**config.mk**
```make
export PLATFORM = sky130hd
export DESIGN_NAME = sha256_byte_stream_hasher
export DESIGN_NICKNAME = d
export VERILOG_FILES = /design/src/design/sha_pkg.sv /design/src/design/sha_datapath.sv /design/src/design/sha_controller.sv /design/src/design/sha256_byte_stream_hasher.sv
export SDC_FILE = /design/constraint.sdc
export NUM_CORES = 2
export LEC_CHECK = 0
export BUFFER_PORTS_ARGS = -buffer_cell sky130_fd_sc_hd__buf_2
export CAP_MARGIN = 20
export CORE_UTILIZATION = 25
export CTS_BUF_LIST = sky130_fd_sc_hd__clkbuf_8
export DETAILED_ROUTE_END_ITERATION = 8
export PLACE_DENSITY = 0.44
export SLEW_MARGIN = 20
export SYNTH_ARGS = -nofsm -noshare
export SYNTH_HDL_FRONTEND = slang
export SYNTH_SLANG_ARGS = --single-unit
```
**constraint.sdc**
```tcl
create_clock -name i_clk -period 24.9 [get_ports i_clk]
set_input_delay 1.245 -clock i_clk [delete_from_list [all_inputs] [get_ports i_clk]]
set_output_delay 1.245 -clock i_clk [all_outputs]
set_load 0.05 [all_outputs]
```
**src/design/sha_pkg.sv**
```systemverilog
`default_nettype none
// ---------------------------------------------------------------------------
// SHA-256 byte stream hasher package
// Shared payload types, command codes, round constants, initial hash values and a rotate function.
// ---------------------------------------------------------------------------
package sha_pkg;

    typedef enum logic [1:0] {
        CMD_ABSORB        = 2'd0,
        CMD_ABSORB_FINISH = 2'd1,
        CMD_FINISH        = 2'd2,
        CMD_NONE          = 2'd3
    } t_cmd;

    typedef struct packed {
        logic [1:0] cmd;
        logic [7:0] data_byte;
    } t_in_item;

    typedef struct packed {
        logic [31:0] digest_word;
        logic [2:0]  word_index;
        logic        last_word;
    } t_out_item;

    // Datapath commands issued by the controller.
    typedef enum logic [2:0] {
        OP_IDLE     = 3'd0,
        OP_ABSORB   = 3'd1,
        OP_PAD      = 3'd2,
        OP_ZERO     = 3'd3,
        OP_LEN      = 3'd4,
        OP_COMP_LD  = 3'd5,
        OP_ROUND    = 3'd6,
        OP_COMP_ADD = 3'd7
    } t_op;

    typedef struct packed {
        t_op        op;
        logic [7:0] data_byte;
        logic [5:0] round;
        logic       clear;
    } t_dp_cmd;

    typedef struct packed {
        logic [5:0] fill_count;
    } t_dp_status;

    localparam logic [7:0] PAD_BYTE   = 8'h80;
    localparam logic [5:0] LEN_OFFSET = 6'd56;

    localparam logic [31:0] INIT_H [8] = '{
        32'h6a09e667, 32'hbb67ae85, 32'h3c6ef372, 32'ha54ff53a,
        32'h510e527f, 32'h9b05688c, 32'h1f83d9ab, 32'h5be0cd19
    };

    localparam logic [31:0] ROUND_K [64] = '{
        32'h428a2f98, 32'h71374491, 32'hb5c0fbcf, 32'he9b5dba5,
        32'h3956c25b, 32'h59f111f1, 32'h923f82a4, 32'hab1c5ed5,
        32'hd807aa98, 32'h12835b01, 32'h243185be, 32'h550c7dc3,
        32'h72be5d74, 32'h80deb1fe, 32'h9bdc06a7, 32'hc19bf174,
        32'he49b69c1, 32'hefbe4786, 32'h0fc19dc6, 32'h240ca1cc,
        32'h2de92c6f, 32'h4a7484aa, 32'h5cb0a9dc, 32'h76f988da,
        32'h983e5152, 32'ha831c66d, 32'hb00327c8, 32'hbf597fc7,
        32'hc6e00bf3, 32'hd5a79147, 32'h06ca6351, 32'h14292967,
        32'h27b70a85, 32'h2e1b2138, 32'h4d2c6dfc, 32'h53380d13,
        32'h650a7354, 32'h766a0abb, 32'h81c2c92e, 32'h92722c85,
        32'ha2bfe8a1, 32'ha81a664b, 32'hc24b8b70, 32'hc76c51a3,
        32'hd192e819, 32'hd6990624, 32'hf40e3585, 32'h106aa070,
        32'h19a4c116, 32'h1e376c08, 32'h2748774c, 32'h34b0bcb5,
        32'h391c0cb3, 32'h4ed8aa4a, 32'h5b9cca4f, 32'h682e6ff3,
        32'h748f82ee, 32'h78a5636f, 32'h84c87814, 32'h8cc70208,
        32'h90befffa, 32'ha4506ceb, 32'hbef9a3f7, 32'hc67178f2
    };

    function automatic logic [31:0] ror32(input logic [31:0] x, input int n);
        ror32 = (x >> n) | (x << (32 - n));
    endfunction

endpackage

`default_nettype wire

```
**src/design/sha_datapath.sv**
```systemverilog
`default_nettype none
// ---------------------------------------------------------------------------
// SHA-256 datapath
// Message block window, byte counter, working variables and hash state, all
// driven by commands from the controller. The window takes the block bytes
// and then serves as the message schedule during the rounds.
// ---------------------------------------------------------------------------
module sha_datapath (
    input  wire logic                i_clk,
    input  wire logic                i_rst_n,
    input  wire sha_pkg::t_dp_cmd    i_cmd,
    output sha_pkg::t_dp_status      o_status,
    output logic [31:0]              o_hash [8]
);

    logic [5:0]  r_fill;
    logic [60:0] r_bytes;
    logic [31:0] r_w [16];
    logic [31:0] r_v [8];
    logic [31:0] r_h [8];

    logic [31:0] s0, s1, w_new, w_cur, big0, big1, ch, maj, t1, t2;
    logic [63:0] bits;
    logic [3:0]  wr_word;
    logic [4:0]  wr_lane;
    logic [5:0]  len_lane;

    assign bits     = {r_bytes, 3'b000};
    assign wr_word  = r_fill[5:2];
    assign wr_lane  = {~r_fill[1:0], 3'b000};
    assign len_lane = {~r_fill[2:0], 3'b000};
    assign s0    = sha_pkg::ror32(r_w[1], 7) ^ sha_pkg::ror32(r_w[1], 18) ^ (r_w[1] >> 3);
    assign s1    = sha_pkg::ror32(r_w[14], 17) ^ sha_pkg::ror32(r_w[14], 19)
                   ^ (r_w[14] >> 10);
    assign w_new = r_w[0] + s0 + r_w[9] + s1;
    assign w_cur = r_w[0];
    assign big1  = sha_pkg::ror32(r_v[4], 6) ^ sha_pkg::ror32(r_v[4], 11)
                   ^ sha_pkg::ror32(r_v[4], 25);
    assign ch    = (r_v[4] & r_v[5]) ^ (~r_v[4] & r_v[6]);
    assign t1    = r_v[7] + big1 + ch + sha_pkg::ROUND_K[i_cmd.round] + w_cur;
    assign big0  = sha_pkg::ror32(r_v[0], 2) ^ sha_pkg::ror32(r_v[0], 13)
                   ^ sha_pkg::ror32(r_v[0], 22);
    assign maj   = (r_v[0] & r_v[1]) ^ (r_v[0] & r_v[2]) ^ (r_v[1] & r_v[2]);
    assign t2    = big0 + maj;

    always_ff @(posedge i_clk) begin
        if (!i_rst_n) begin
            r_fill  <= '0;
            r_bytes <= '0;
            for (int i = 0; i < 8; i++) r_h[i] <= sha_pkg::INIT_H[i];
        end else if (i_cmd.clear) begin
            r_fill  <= '0;
            r_bytes <= '0;
            for (int i = 0; i < 8; i++) r_h[i] <= sha_pkg::INIT_H[i];
        end else begin
            case (i_cmd.op)
                sha_pkg::OP_ABSORB: begin
                    r_w[wr_word][wr_lane +: 8] <= i_cmd.data_byte;
                    r_fill  <= r_fill + 6'd1;
                    r_bytes <= r_bytes + 61'd1;
                end
                sha_pkg::OP_PAD: begin
                    r_w[wr_word][wr_lane +: 8] <= sha_pkg::PAD_BYTE;
                    r_fill <= r_fill + 6'd1;
                end
                sha_pkg::OP_ZERO: begin
                    r_w[wr_word][wr_lane +: 8] <= 8'h00;
                    r_fill <= r_fill + 6'd1;
                end
                sha_pkg::OP_LEN: begin
                    r_w[wr_word][wr_lane +: 8] <= bits[len_lane +: 8];
                    r_fill <= r_fill + 6'd1;
                end
                sha_pkg::OP_COMP_LD: begin
                    for (int i = 0; i < 8; i++) r_v[i] <= r_h[i];
                end
                sha_pkg::OP_ROUND: begin
                    for (int i = 0; i < 15; i++) r_w[i] <= r_w[i+1];
                    r_w[15] <= w_new;
                    r_v[7] <= r_v[6];
                    r_v[6] <= r_v[5];
                    r_v[5] <= r_v[4];
                    r_v[4] <= r_v[3] + t1;
                    r_v[3] <= r_v[2];
                    r_v[2] <= r_v[1];
                    r_v[1] <= r_v[0];
                    r_v[0] <= t1 + t2;
                end
                sha_pkg::OP_COMP_ADD: begin
                    for (int i = 0; i < 8; i++) r_h[i] <= r_h[i] + r_v[i];
                end
                default: begin
                end
            endcase
        end
    end

    assign o_status.fill_count = r_fill;
    assign o_hash = r_h;

endmodule

`default_nettype wire

```
**src/design/sha_controller.sv**
```systemverilog
`default_nettype none
// ---------------------------------------------------------------------------
// SHA-256 controller
// Sequences absorption, padding, the compression rounds and digest output.
// ---------------------------------------------------------------------------
module sha_controller (
    input  wire logic                i_clk,
    input  wire logic                i_rst_n,
    input  wire logic                i_in_valid,
    output logic                     o_in_ready,
    input  wire sha_pkg::t_in_item   i_in_data,
    output logic                     o_out_valid,
    input  wire logic                i_out_ready,
    output sha_pkg::t_out_item       o_out_data,
    output sha_pkg::t_dp_cmd         o_dp_cmd,
    input  wire sha_pkg::t_dp_status i_dp_status,
    input  wire logic [31:0]         i_hash [8]
);

    typedef enum logic [3:0] {
        S_IDLE, S_PAD, S_FILL, S_LOAD, S_ROUND, S_ADD, S_OUT
    } t_state;

    t_state      r_state, n_state;
    logic [5:0]  r_round, n_round;
    logic        r_final, n_final;
    logic        r_finish, n_finish;
    logic        r_padded, n_padded;
    logic [2:0]  r_idx, n_idx;
    logic [31:0] r_word, n_word;
    logic        r_ovalid, n_ovalid;
    sha_pkg::t_dp_cmd cmd;
    logic        accept;
    logic [5:0]  fill;

    assign fill   = i_dp_status.fill_count;
    assign accept = i_in_valid && o_in_ready;
    assign o_in_ready = (r_state == S_IDLE);

    always_comb begin
        n_state  = r_state;
        n_round  = r_round;
        n_final  = r_final;
        n_finish = r_finish;
        n_padded = r_padded;
        n_idx    = r_idx;
        n_word   = r_word;
        n_ovalid = r_ovalid;
        cmd      = '{op: sha_pkg::OP_IDLE, data_byte: i_in_data.data_byte,
                     round: r_round, clear: 1'b0};
        case (r_state)
            S_IDLE: begin
                if (accept) begin
                    case (i_in_data.cmd)
                        sha_pkg::CMD_ABSORB, sha_pkg::CMD_ABSORB_FINISH: begin
                            cmd.op   = sha_pkg::OP_ABSORB;
                            n_finish = (i_in_data.cmd == sha_pkg::CMD_ABSORB_FINISH);
                            n_final  = 1'b0;
                            n_padded = 1'b0;
                            if (fill == 6'd63) begin
                                n_state = S_LOAD;
                            end else if (n_finish) begin
                                n_state = S_PAD;
                            end
                        end
                        sha_pkg::CMD_FINISH: begin
                            n_finish = 1'b1;
                            n_final  = 1'b0;
                            n_padded = 1'b0;
                            n_state  = S_PAD;
                        end
                        default: begin
                        end
                    endcase
                end
            end
            S_PAD: begin
                cmd.op   = sha_pkg::OP_PAD;
                n_padded = 1'b1;
                n_final  = (fill < sha_pkg::LEN_OFFSET);
                n_state  = S_FILL;
                if (fill == 6'd63) n_state = S_LOAD;
            end
            S_FILL: begin
                if (r_final || fill < sha_pkg::LEN_OFFSET) begin
                    cmd.op = (fill >= sha_pkg::LEN_OFFSET) ? sha_pkg::OP_LEN
                                                           : sha_pkg::OP_ZERO;
                end else begin
                    cmd.op = sha_pkg::OP_ZERO;
                end
                if (fill == 6'd63) n_state = S_LOAD;
            end
            S_LOAD: begin
                cmd.op  = sha_pkg::OP_COMP_LD;
                n_round = '0;
                n_state = S_ROUND;
            end
            S_ROUND: begin
                cmd.op  = sha_pkg::OP_ROUND;
                n_round = r_round + 6'd1;
                if (r_round == 6'd63) n_state = S_ADD;
            end
            S_ADD: begin
                cmd.op = sha_pkg::OP_COMP_ADD;
                if (!r_finish) begin
                    n_state = S_IDLE;
                end else if (r_final) begin
                    n_state = S_OUT;
                    n_idx   = '0;
                end else if (r_padded) begin
                    n_state = S_FILL;
                    n_final = 1'b1;
                end else begin
                    n_state = S_PAD;
                end
            end
            S_OUT: begin
                if (!r_ovalid || i_out_ready) begin
                    if (r_ovalid && r_idx == 3'd7) begin
                        n_ovalid  = 1'b0;
                        n_state   = S_IDLE;
                        n_finish  = 1'b0;
                        cmd.clear = 1'b1;
                    end else begin
                        n_ovalid = 1'b1;
                        n_idx    = r_ovalid ? r_idx + 3'd1 : 3'd0;
                        n_word   = i_hash[r_ovalid ? r_idx + 3'd1 : 3'd0];
                    end
                end
            end
            default: n_state = S_IDLE;
        endcase
    end

    // The flag r_final marks that the block now being filled holds the length.
    always_ff @(posedge i_clk) begin
        if (!i_rst_n) begin
            r_state  <= S_IDLE;
            r_round  <= '0;
            r_final  <= 1'b0;
            r_finish <= 1'b0;
            r_padded <= 1'b0;
            r_idx    <= '0;
            r_ovalid <= 1'b0;
            r_word   <= '0;
        end else begin
            r_state  <= n_state;
            r_round  <= n_round;
            r_final  <= n_final;
            r_finish <= n_finish;
            r_padded <= n_padded;
            r_idx    <= n_idx;
            r_ovalid <= n_ovalid;
            r_word   <= n_word;
        end
    end

    assign o_dp_cmd    = cmd;
    assign o_out_valid = r_ovalid;
    assign o_out_data  = '{digest_word: r_word, word_index: r_idx,
                           last_word: (r_idx == 3'd7)};

    a_ready_idle: assert property (@(posedge i_clk) disable iff (!i_rst_n)
        o_in_ready |-> !o_out_valid) else $error("ready while output pending");
    a_out_in_out: assert property (@(posedge i_clk) disable iff (!i_rst_n)
        o_out_valid |-> r_state == S_OUT) else $error("output outside S_OUT");
    a_round_adv: assert property (@(posedge i_clk) disable iff (!i_rst_n)
        (r_state == S_ROUND && r_round != 6'd63) |=> r_state == S_ROUND)
        else $error("round sequence broken");

endmodule

`default_nettype wire

```
**src/design/sha256_byte_stream_hasher.sv**
```systemverilog
`default_nettype none
// ---------------------------------------------------------------------------
// SHA-256 byte stream hasher
// Hashes a byte stream and returns the eight digest words on finish.
//
//   Channel  Signals                      Payload
//   in       i_in_valid / o_in_ready      t_in_item  (cmd, data_byte)
//   out      o_out_valid / i_out_ready    t_out_item (digest_word, word_index,
//                                                     last_word)
//
// A plain byte is taken in the idle state; the 64th byte of a block starts the
// compression, one round a cycle through the single round unit.
// Finishing pads one byte a cycle, compresses once or twice, then shows the
// eight words, each held until taken. Reset is synchronous and active low.
// ---------------------------------------------------------------------------
module sha256_byte_stream_hasher (
    input  wire logic                i_clk,
    input  wire logic                i_rst_n,
    input  wire logic                i_in_valid,
    output logic                     o_in_ready,
    input  wire sha_pkg::t_in_item   i_in_data,
    output logic                     o_out_valid,
    input  wire logic                i_out_ready,
    output sha_pkg::t_out_item       o_out_data
);

    sha_pkg::t_dp_cmd    dp_cmd;
    sha_pkg::t_dp_status dp_status;
    logic [31:0]         hash [8];

    sha_controller u_ctrl (
        .i_clk(i_clk), .i_rst_n(i_rst_n),
        .i_in_valid(i_in_valid), .o_in_ready(o_in_ready), .i_in_data(i_in_data),
        .o_out_valid(o_out_valid), .i_out_ready(i_out_ready), .o_out_data(o_out_data),
        .o_dp_cmd(dp_cmd), .i_dp_status(dp_status), .i_hash(hash)
    );

    sha_datapath u_dp (
        .i_clk(i_clk), .i_rst_n(i_rst_n),
        .i_cmd(dp_cmd), .o_status(dp_status), .o_hash(hash)
    );

endmodule

`default_nettype wire

```
# Yosys cells after proc, flatten, opt, wreduce, memory -nomap -nowiden
# Memory sizes are Yosys's and may differ from the RTL's.
# Index checks and enable logic that the tools add are counted.
[word_totals] romBits=2048 in_bits=14 latchBits=0 memories=3 wordCells=421 ram_bits=768 regBits=372
[op_classes] add_sub_neg=23 n_reduce_logical=24 shift=6 n_eq_ne=29 n_div=0 n_mux=177 magnitude_cmp=4 bitwise_logic=137 n_mul=0
[memory_table] name="(no name shown)" words=64 width=32 rd=1 rd_ports_with_merged_regs=0 write_ports=0 line="sha_datapath.sv:40" rtl="assign t1 = r_v[7] + big1 + ch + sha_pkg::ROUND_K[i_cmd.round] + w_cur;"
[memory_table] name="u_dp.r_w" words=16 width=32 rd=16 rd_ports_with_merged_regs=0 write_ports=16 line="sha_datapath.sv:18" rtl="logic [31:0] r_w [16];"
[memory_table] name="u_dp.r_v" words=8 width=32 rd=8 rd_ports_with_merged_regs=0 write_ports=8 line="sha_datapath.sv:19" rtl="logic [31:0] r_v [8];"
[op_table] cell="32-bit adder" n=18
[op_table] cell="32-bit 2-to-1 mux" n=18
[op_table] cell="32-bit bitwise XOR" n=9
[op_table] cell="32-bit AND" n=5
[op_table] cell="1-bit 2-to-1 mux" n=130
[op_table] cell="1-bit bitwise OR" n=104
[op_table] cell="32-bit binary-select mux with 3-bit select" n=1
[op_table] cell="64-bit by 7-bit variable part select with 8-bit output" n=1
[op_table] cell="8-bit by 7-bit variable part select with 32-bit output" n=2
[op_table] cell="8-bit by 7-bit variable part select with 32-bit output (first input constant)" n=2
[op_table] cell="61-bit by 1-bit adder with 61-bit output (second input constant)" n=1
[op_table] cell="4-bit 2-to-1 mux" n=10
[op_table] cell="32-bit inverter" n=1
[op_table] cell="10-bit by 32-bit bitwise OR with 32-bit output" n=1
[op_table] cell="13-bit by 32-bit bitwise OR with 32-bit output" n=1
[op_table] cell="14-bit by 32-bit bitwise OR with 32-bit output" n=1
[op_table] cell="15-bit by 32-bit bitwise OR with 32-bit output" n=1
[op_table] cell="19-bit by 32-bit bitwise OR with 32-bit output" n=1
[op_table] cell="21-bit by 32-bit bitwise OR with 32-bit output" n=1
[op_table] cell="25-bit by 32-bit bitwise OR with 32-bit output" n=1
[op_table] cell="26-bit by 32-bit bitwise OR with 32-bit output" n=1
[op_table] cell="30-bit by 32-bit bitwise OR with 32-bit output" n=1
[op_table] cell="7-bit by 32-bit bitwise OR with 32-bit output" n=1
[op_table] cell="32-bit OR reduction" n=1
[op_table] cell="other kinds (52)" n=87

# Longest topological paths before layout
[logic_depth] depth_word=14 ltp_mapped=39 mapped_depth_nobuf=38

# Cells and area by module
# From an unflattened synthesis, not the netlist that was laid out.
[hier_totals] hier_cells=7836 area_unflattened_um2=75572.5
[by_module_without_submodules] module="sha_datapath" area_each_um2=70766.6 seq_area_each_um2=29528.3 instances=1 cells_per_inst=7305
[by_module_without_submodules] module="sha_controller" area_each_um2=4805.9 seq_area_each_um2=960.9 instances=1 cells_per_inst=531

# Worst setup path after synthesis
# No wires, ideal clock.
[synth_timing] path_kind="in2reg" startpoint="in i_rst_n" endpoint="mem u_dp.r_v[0][0], enable pin" arrival_time_ps=20371 setup_ps=1264 path_buffers=3 stages=4 required_time_ps=23636 setup_slack_ps=3265 path_cell_list="clkbuf_1 -> clkbuf_1 -> clkbuf_1 -> a21boi_0"
[synth_lines] item="start, declared" line="sha256_byte_stream_hasher.sv:18" rtl="input wire logic i_rst_n,"
[synth_lines] item="end, declared" line="sha_datapath.sv:19"

==> qor.yml <==
sta:
  finalMaxSlewViolations: 0
  hold_violations: 0
  fmax_mhz: 98.9
  fin_ws_ns: 14.78
  tns_ns: 0
  finalCritPeriodShare: 0.406
  grt_setup_unrepaired: "false"
  worstMarginPinSlew_ns: 1.24
  holdWs_ns: 0.460
  worst_clock_skew_ns: 0.0746
  finalCriticalPeriod_ns: 10.12
  setup_violations: 0
  slew_headroom: 0.173
clock_network:
  insertion_delay_ns: 1.00
  htree_levels: 4
  clock-sinks: 1139
  clockBufferDepth: 4
  cts-root-buf: "clkbuf_8"
  numCtsBuffers: 212
  cts.clk_slew.worst_paths_ns: 0.06
  cts_resized: 0
  postCtsSetupBuffers: 0
  hold_buffers: 0
  cts_tree: "yes"
finish:
  fillers: 31300
  multi_input_area_um2: 41400
  utilization: 0.282
  layout_commonest_cell: "nand2_1"
  final_cell_mix: "nand2_1, edfxtp_1, a21oi_1"
  syn2layout_area_growth_pct: 11.9
  design_area_um2: 83600
  regArea_um2: 30500
  drive_gt1_frac: 0.0779
  final_nets: 8606
power:
  cellLeakagePower_nw: 35.2
  powerDensity_nw_per_um2: 135
  ir_worst_vdd_v: 0.000139
logic_synthesis:
  synthCells: 8031
  yosysSeqAreaShare: 0.408
  yosys_register_bits: 1139
  synth_edf_count: 768
  synth-warning-count: 0
  synth_cell_types: 97
  synth_top_flop_cell: "edfxtp_1"
  syn-num-nets: 8642
  avgSynthCellArea_um2: 9.30
  netlist_area_um2: 74700
  synth_async_sr_flop_share: 0
detailed_routing:
  drtAntennaViolNets: 0
  route.detailed.drc: 0
  wl_per_cell_um: 23.8
  via_per_inst: 5.06
  drtPass1Iterations: 5
  finalWirelength_um: 289000
  drt-initial-drc-count: 5320
  route.vias.total: 61300
critical_path:
  worst-path-buf-inv: 6
  crit_path_max_incr_delay_ns: 0.85
  path_class: "reg2reg"
  worstSetupEndpointType: "register"
  slowest_stage: "ha_1"
  crit_fanout: 14
  crit_family: "compound AO/OA/AOI/OAI gates"
  ff2ff_setup_slack_ns: 14.78
  worstPathRequired_ns: 25.56
  arrival_ns: 10.77
  path_common_cell: "inv_1"
  crit_path_start_kind: "register"
die:
  placementRows: 200
  io_pins: 52
  die_h_um: 549
  start_util: 0.251
  die_area_um2: 301000
  core_um2: 297000
  die_w_um: 549
min_path:
  hold_path_class: "reg2reg"
grt:
  grt_max_degree: 170
  grt_usage: 0.187
  antenna_found_initial: 20
  grt_pass1_wl_um: 417000
  grt-ovfl-total: 0
  first_global_vias: 59500
run:
  drv_cap: 0
placement:
  dp_hpwl_um: 211000
  pre_cts_ws_ns: 14.81
  placed_area_um2: 79400
  io_buffers: 51
  globalplace.congestion: 0.929
run_status:
  status: "completed"
## worst paths after layout
path	start	depth (start not counted)	end
max	u_ctrl.r_round[1]	38	u_dp.r_v[0][29]
min	u_dp.r_w[12][24]	2	u_dp.r_w[11][24]
max reg2reg	u_ctrl.r_round[1]	38	u_dp.r_v[0][29]
min reg2reg	u_dp.r_w[12][24]	2	u_dp.r_w[11][24]
## synthesized netlist by cell type, types with 26 or more instances
| cell | n | share of area |
|---|---|---|
| nand3_1 | 176 | 0.012 |
| a21oi_1 | 485 | 0.032 |
| nand2b_1 | 72 | 0.0060 |
| mux2i_1 | 39 | 0.0052 |
| nand2_1 | 1800 | 0.090 |
| o21ai_0 | 476 | 0.032 |
| o211ai_1 | 96 | 0.0096 |
| nor2b_1 | 70 | 0.0059 |
| nor2_1 | 387 | 0.019 |
| ha_1 | 402 | 0.067 |
| or3_1 | 45 | 0.0038 |
| xnor2_1 | 366 | 0.043 |
| xor2_1 | 240 | 0.028 |
| and3_1 | 50 | 0.0042 |
| inv_1 | 328 | 0.016 |
| buf_1 | 51 | 0.0026 |
| mux4_2 | 84 | 0.025 |
| a31oi_1 | 49 | 0.0041 |
| nor3_1 | 100 | 0.0067 |
| o211a_1 | 39 | 0.0052 |
| dfxtp_1 | 371 | 0.099 |
| nand4_1 | 35 | 0.0029 |
| clkbuf_1 | 389 | 0.020 |
| fa_1 | 195 | 0.052 |
| a22o_1 | 26 | 0.0030 |
| o21bai_1 | 35 | 0.0035 |
| a21o_1 | 374 | 0.038 |
| edfxtp_1 | 768 | 0.31 |
| o21a_1 | 64 | 0.0064 |
| a211oi_1 | 55 | 0.0055 |
## metrics by stage
step	instances	total power, mW
CTS	12100	11.3
finish	12100	11.3
global placement	11700	9.33
detailed placement	11700	9.37
floorplan	8031	7.46
global route	12100	12.2
## power breakdown
group	internal (mW)	switching [mW]	total, mW
clock network	0.975	0.883	1.86
logic	2.79	4.36	7.15
registers	2.20	0.117	2.32
total	5.97	5.36	11.3
## cell families (layout without fill, tap and decap cells)
group,count (synthesis),in the layout,synth area share
AOI/OAI and AO/OA,1937,1937,0.167
xor gates and xnor gates,608,608,0.0717
adders and majority gates,601,601,0.120
buffers and inverters,776,913,0.0391
DFF,1139,1139,0.408
muxes,145,145,0.0339
other,0,2,0
and+or+nand+nor,2825,2825,0.160
## final cells by class
| cell class | count | share of cell area |
|---|---|---|
| multi-input combinational | 6116 | 0.495 |
| antenna | 2 | 0.0000599 |
| timing repair buffer | 196 | 0.0169 |
| tap | 3939 | 0.0589 |
| inverter | 330 | 0.0148 |
| clock inverter | 142 | 0.00950 |
| sequential | 1139 | 0.365 |
| clock buffer | 245 | 0.0403 |
## per-layer routing
metal,global-route usage,routed length (µm),up-vias
li1,-,-,28200
met1,0.256,129000,30600
met2,0.303,133000,2072
met3,0.0239,16200,434
met4,0.0638,10100,8
met5,0,58,-
## sequential cells by signal (all words and copies together), names as in the netlist
register and count:
u_ctrl.o_out_valid 1, u_ctrl.r_final 1, u_ctrl.r_finish 1, u_ctrl.r_idx 3, u_ctrl.r_padded 1, u_ctrl.r_round 6
u_ctrl.r_state 3, u_ctrl.r_word 32, u_dp.o_hash 256, u_dp.o_status 6, u_dp.r_bytes 61, u_dp.r_v 256
u_dp.r_w 512
## tightest hold or removal path, cell delays in order (launching register included)
cell and delay (ns):
edfxtp_1 0.32, nand2_1 0.04, nand2_1 0.05
No activity file was read; power rests on OpenSTA's default activity.
